$ cat config.mk
export PLATFORM = sky130hd
export DESIGN_NAME = edb_isqrt
export DESIGN_NICKNAME = d
export VERILOG_FILES = /design/src/sv/edb_pkg.sv /design/src/sv/edb_isqrt.sv
export SDC_FILE = /design/constraint.sdc
export NUM_CORES = 2
export LEC_CHECK = 0
export ABC_CLOCK_PERIOD_IN_PS = 9400
export BUFFER_PORTS_ARGS = -buffer_cell sky130_fd_sc_hd__buf_2
export CORE_MARGIN = 2
export CORE_UTILIZATION = 44
export CTS_BUF_LIST = sky130_fd_sc_hd__clkbuf_16
export DETAILED_ROUTE_END_ITERATION = 12
export GPL_ROUTABILITY_DRIVEN = 1
export PLACE_DENSITY_LB_ADDON = 0.1
export SLEW_MARGIN = 20
export SYNTH_ARGS = -nofsm -noshare
export SYNTH_HDL_FRONTEND = slang
export SYNTH_SLANG_ARGS = --single-unit
$ cat constraint.sdc
create_clock -name clock -period 9.4 [get_ports clock]
set_input_delay 0.94 -clock clock [delete_from_list [all_inputs] [get_ports clock]]
set_output_delay 0.94 -clock clock [all_outputs]
set_load 0.03 [all_outputs]
$ cat src/sv/edb_pkg.sv
package edb_pkg;

   localparam int MAX_STEPS = 48;
   localparam int STEP_W    = $clog2(MAX_STEPS + 1);
   localparam int TERM_W    = 36;
   localparam int SUM_W     = TERM_W + 2;
   localparam int LANES     = 3;

   typedef struct packed {
      logic signed [31:0] scaled_pos_x;
      logic signed [31:0] scaled_pos_y;
      logic signed [31:0] scaled_pos_z;
      logic [31:0]        axis_sq_x;
      logic [31:0]        axis_sq_y;
      logic [31:0]        axis_sq_z;
   } req_data_type;

   typedef struct packed {
      logic [31:0] root_value;
      logic        status;
   } rsp_data_type;

   typedef struct packed {
      logic              busy;
      logic [TERM_W-1:0] term;
   } lane_status_type;

   typedef logic [LANES-1:0][31:0] mag_vec_type;

endpackage

$ cat src/sv/edb_isqrt.sv
module edb_isqrt import edb_pkg::*; (
   input  logic        clock,
   input  logic        reset,
   input  logic        start,
   input  mag_vec_type mag,
   output logic        busy,
   output logic [31:0] root
);

   localparam logic [1:0] S_IDLE = 2'd0;
   localparam logic [1:0] S_MUL  = 2'd1;
   localparam logic [1:0] S_ACC  = 2'd2;
   localparam logic [1:0] S_ROOT = 2'd3;

   logic [1:0]  state_ff, state_in;
   logic [1:0]  idx_ff, idx_in;
   logic [63:0] prod_ff, prod_in;
   logic [63:0] val_ff, val_in;
   logic [63:0] res_ff, res_in;
   logic [63:0] bit_ff, bit_in;
   logic [63:0] trial;

   assign trial = res_ff + bit_ff;

   always_comb begin
      state_in = state_ff;
      idx_in   = idx_ff;
      prod_in  = prod_ff;
      val_in   = val_ff;
      res_in   = res_ff;
      bit_in   = bit_ff;
      case (state_ff)
         S_IDLE: begin
            if (start) begin
               idx_in   = 2'd0;
               val_in   = '0;
               state_in = S_MUL;
            end
         end
         S_MUL: begin
            prod_in  = 64'(mag[idx_ff]) * 64'(mag[idx_ff]);
            state_in = S_ACC;
         end
         S_ACC: begin
            val_in = val_ff + prod_ff;
            if (idx_ff == 2'(LANES - 1)) begin
               res_in   = '0;
               bit_in   = 64'd1 << 62;
               state_in = S_ROOT;
            end else begin
               idx_in   = idx_ff + 2'd1;
               state_in = S_MUL;
            end
         end
         S_ROOT: begin
            if (val_ff >= trial) begin
               val_in = val_ff - trial;
               res_in = (res_ff >> 1) + bit_ff;
            end else begin
               res_in = res_ff >> 1;
            end
            bit_in = bit_ff >> 2;
            if (bit_ff[0]) state_in = S_IDLE;
         end
         default: state_in = S_IDLE;
      endcase
   end

   always_ff @(posedge clock) begin
      if (reset) begin
         state_ff <= S_IDLE;
      end else begin
         state_ff <= state_in;
      end
      idx_ff  <= idx_in;
      prod_ff <= prod_in;
      val_ff  <= val_in;
      res_ff  <= res_in;
      bit_ff  <= bit_in;
   end

   assign busy = (state_ff != S_IDLE);
   assign root = res_ff[31:0];

endmodule

Word level (Yosys, flattened, before mapping)
Index checks and enable logic that the tools add are counted.
- add/sub/neg operators: 5
- $mul: 1
- div/mod/pow operators: 0
- order comparisons: 2
- eq/ne operators: 9
- shift-type cells: 0
- muxes and demuxes: 17
- bitwise logic cells: 0
- reductions and logical operators: 9
- operators by type and width (cell ; count):
    2-to-1 mux 64 bit ; 5
    case mux 64 bit (2 select lines) ; 2
    case mux 64 bit (3 select lines) ; 1
    adder 64 bit ; 2
    adder 63 x 64 -> 64 bit ; 1
    binary-select mux 32 bit (select 2 bit) ; 1
    >= comparator 64 bit ; 1
    multiplier 32 x 32 -> 64 bit ; 1
    subtractor 64 bit ; 1
    2-to-1 mux 32 bit ; 1
    2-to-1 mux 2 bit ; 5
    != test 2 bit, second input constant ; 5
    case mux 2 bit (4 select lines) ; 1
    == test 2 bit, second input constant ; 3
    AND reduction 3 bit ; 2
    nonzero test 2 bit ; 3
    case mux 2 bit (2 select lines) ; 1
    AND reduction 2 bit ; 2
    < comparator 2 x 3 -> 1 bit, second input constant ; 1
    nonzero test 3 bit ; 1
    adder 2 x 1 -> 2 bit, second input constant ; 1
    == test 2 x 1 -> 1 bit, second input constant ; 1
    zero test 2 bit ; 1
- register bits: 260
- bits in latches: 0
- RAM bits: 0
- bits in read-only memories: 0
- input bits: 99
- output and inout bits: 33
- word-level logic and storage cells: 49
- memories: 0

Depth between registers and ports, before layout
- depth after elaboration: 4
- depth in mapped cells: 35
- gate-level depth less buffers: 32

Least setup slack after synthesis
OpenSTA, ideal clock, no wires.
- path type: flip-flop to flip-flop
- start: register idx_ff[0]
- end: register prod_ff[63], data pin
- library setup time: 260 ps
- arrival: 8812 ps
- path slack: 328 ps
- cell stages (with the launch flop): 32
- period minus slack after synthesis: 9072 ps
- cell sequence: edfxtp_1 > clkbuf_1 > buf_1 > mux2i_1 > nor2_1 > a21o_1 > inv_1 > clkbuf_1 > buf_1 > nor2_1 > fa_1 > fa_1 > fa_1 > inv_1 > fa_1 > inv_1 > fa_1 > fa_1 > fa_1 > fa_1 > ha_1 > a21oi_1 > o21ai_0 > a211oi_1 > a21boi_0 > o41ai_1 > a41oi_1 > a21oi_1 > o21a_1 > o21ai_0 > a21oi_1 > xnor2_1
- cells in the longest elaborated chain, start to end: 3
- ends and longest elaborated chain (item ; RTL line ; RTL):
    from (decl) ; edb_isqrt.sv:16 ; logic [1:0] idx_ff, idx_in;
    from (signal assigned) ; edb_isqrt.sv:75 ; idx_ff <= idx_in;
    binary-select mux 32 bit (select 2 bit) ; edb_isqrt.sv:41 ; prod_in = 64'(mag[idx_ff]) * 64'(mag[idx_ff]);
    2-to-1 mux 32 bit (implied by the code) ; edb_isqrt.sv:41 ;
    multiplier 32 x 32 -> 64 bit ; edb_isqrt.sv:41 ;
    to (signal assigned) ; edb_isqrt.sv:76 ; prod_ff <= prod_in;
    to (decl) ; edb_isqrt.sv:17 ; logic [63:0] prod_ff, prod_in;
Every way passes these cells. The select of a mux whose other input is x is not followed.
A chain may end at the register's enable or synchronous reset.

Worst setup path in the final report
- start: register idx_ff[0]
- end: register prod_ff[56], data pin
The elaborated chain is that of the path after synthesis.

==> flow_summary.yaml <==
outcome:
  status: "complete, no violations"
synth:
  synthCells: 5617
  ys_types: 84
  synthArstFlopShare_pct: 0
  synth_area_um2: 49900
  synth_edf_count: 225
  syn_nets: 6995
  yosysTopAreaCellShare_pct: 31.8
  yosysWarnings: 0
  synth_seq_cells: 227
  ys_seq_area_share_pct: 13.6
  syn_avg_cell_area_um2: 8.89
  synth_area_leaders: "fa_1 (32%), edfxtp_1 (14%), ha_1 (12%)"
  yosysMostFrequentCell: "inv_1"
  synth_largest_area_cell: "fa_1"
  ys.flop_type: "edfxtp_1"
  synth_common_cells: "inv_1 (1046), fa_1 (793), nor2_1 (548)"
detailed_routing:
  drc: 0
  dr.pass1.iters: 5
  drt-vias-per-instance: 5.37
  wl_um: 150000
  drt_iter0_markers: 2485
  ant_nets: 0
  vias: 38777
  wl_per_cell_um: 20.8
worst_setup_path:
  crit_top_cell: "fa_1"
  reg2reg_from: "idx_ff[0]$_SDFFCE_PN0P_"
  critical_path_class: "reg2reg"
  required_ns: 9.71
  cp-end-kind: "register"
  r2r_slack_ns: 0.24
  arrival_ns: 9.47
  crit_path_top_delay_cell: "fa_1"
  r2r_end: "prod_ff[56]$_DFFE_PN_"
  crit_path_start_kind: "register"
  cpPeakStageDelay_ns: 0.57
  worstRegToRegCells: 32
  startpoint: "idx_ff[0]$_SDFFCE_PN0P_"
  crit_end: "prod_ff[56]$_DFFE_PN_"
  critPathMaxFanout: 36
clocking:
  ctsHoldBuffers: 0
  cts_buffer_depth: 3
  root_buffer: "clkbuf_16"
  htreeDepth: 1
  cts_sinks: 227
  clkLatencyLatePin_ns: 0.59
  cts_buffers: 26
  cts_tree: "yes"
  clkTransAtPathRegs_ns: 0.07
layout:
  seqCellArea_um2: 6800
  diodes: 0
  n_fill_cell: 11057
  drive_above_1_share_pct: 7.35
  area_growth_pct: 8.07
  nets: 7085
  multiInputGateArea_um2: 38400
sta:
  period_minus_slack_ns: 9.16
  worst_pin_slew_ns: 0.976
  slew_violations: 0
  setup_ws_ns: 0.243
  relSlewSlack_pct: 34.4
  fmax_mhz: 109
  rsz0062_at_grt: "true"
  hold_viol_final: 0
  min_period_over_period_pct: 97.4
  finalClockSkew_ns: 0.0227
  setup_viol: 0
global_route:
  grt_first_pass_wirelength_um: 237000
  grt_pass1_vias: 41021
  antenna_found_initial: 1
  grt_usage_pct: 26.2
  grt_max_degree: 83
  grt_overflow: 0
hold_path:
  hold_path_class: "in2reg"
placed_design:
  routabilityCongestion: 0.940
  io_buffers: 131
  hpwl_um: 124000
  dp_slack_ns: -0.327
flow_run:
  drv_cap: 0
floorplanning:
  die_height_um: 341
  start_util_pct: 44.4
  rows: 123
  die_w_um: 341
  ios: 132
  die_area_um2: 116000
  coreArea_um2: 112000
-- placed cells by master, fill, tap and decap left out, types with 70 or more instances in the layout --
cell type / netlist / layout
edfxtp_1: 225 / 225
o21ai_0: 175 / 174
a21o_1: 118 / 117
buf_4: 33 / 139
ha_1: 486 / 482
nor2_1: 548 / 543
a21oi_1: 304 / 285
xnor2_1: 176 / 176
nand2_1: 502 / 500
buf_2: 12 / 131
xor2_1: 162 / 162
fa_1: 793 / 793
inv_1: 1046 / 1048
a31oi_1: 71 / 70
-- logic make-up after synthesis --
group / Yosys count / share of synthesized area (%)
multiplexers: 40 / 0.804
buffers and inverters: 1285 / 9.94
adder cells (fa/ha/maj): 1279 / 44.0
AND/OR/NAND/NOR: 1432 / 12.6
XOR/XNOR: 338 / 5.93
AO/OA/AOI/OAI: 1016 / 13.2
flip-flops: 227 / 13.6
-- layout make-up --
class	instances	share of cell area [%]
clock buffers	27	1.25
well taps	1500	3.48
inverters	1056	7.36
flip-flops and latches	227	12.6
repair buffers	291	3.84
multi-input cells	4105	71.1
clock inverters	19	0.366
-- registers in the layout (all words and copies together), names as in the netlist --
name	count
prod_ff	63
res_ff	64
idx_ff	2
state_ff	2
bit_ff	32
val_ff	64
-- worst max-delay path, delay by kind of cell, from the launching register on --
family,cells,cell delay (ns)
fa+ha+maj,9,4.28
flops,1,0.42
compound gates,8,1.75
simple gates,5,0.91
buf+inv,9,1.42
xor+xnor,1,0.09
-- metrics by stage --
| step | util [%] | hold WS [ns] | TNS (ns) | std cells | instance area [um^2] |
|---|---|---|---|---|---|
| 6_report | 48.0 | 0.556 | 0 | 7225 | 54000 |
| 5_1_grt | 48.0 | 0.559 | -0.0634 | 7225 | 54000 |
| 4_1_cts | 47.8 | 0.521 | 0 | 7219 | 53800 |
| 3_5_place_dp | 47.0 | 0.597 | -1.32 | 7173 | 52900 |
| 3_3_place_gp | 47.0 | 0.593 | -0.961 | 7173 | 52900 |
| 2_1_floorplan | - | 0.475 | 0 | 5617 | 49900 |
-- worst min path at each step --
| stage | startpoint | end | cells after the start |
|---|---|---|---|
| after floorplan | bit_ff[0]$_SDFFCE_PN0P_ | state_ff[1]$_SDFFE_PP0P_ | 1 |
| after global placement | bit_ff[0]$_SDFFCE_PN0P_ | state_ff[1]$_SDFFE_PP0P_ | 1 |
| after detailed placement | bit_ff[0]$_SDFFCE_PN0P_ | state_ff[1]$_SDFFE_PP0P_ | 1 |
| after CTS | reset | state_ff[0]$_SDFFE_PP0P_ | 2 |
| after global routing | reset | state_ff[0]$_SDFFE_PP0P_ | 2 |
| final | reset | state_ff[0]$_SDFFE_PP0P_ | 2 |
-- what timing repair did --
action	CTS	global route
pin swaps	0	2
buffers inserted	0	5
endpoints found under the setup margin	6	11
resized for setup	2	27
-- routing by layer --
| layer | global-route usage, % | wire length [um] | vias up |
|---|---|---|---|
| li1 | - | - | 18439 |
| met1 | 36.1 | 67700 | 19120 |
| met2 | 43.9 | 69700 | 995 |
| met3 | 2.80 | 7690 | 223 |
| met4 | 7.22 | 4990 | 0 |
| met5 | 0 | 0 | - |
Power is not shown: default switching activity piles up to over one toggle a cycle in this logic, so the estimate is an artifact.
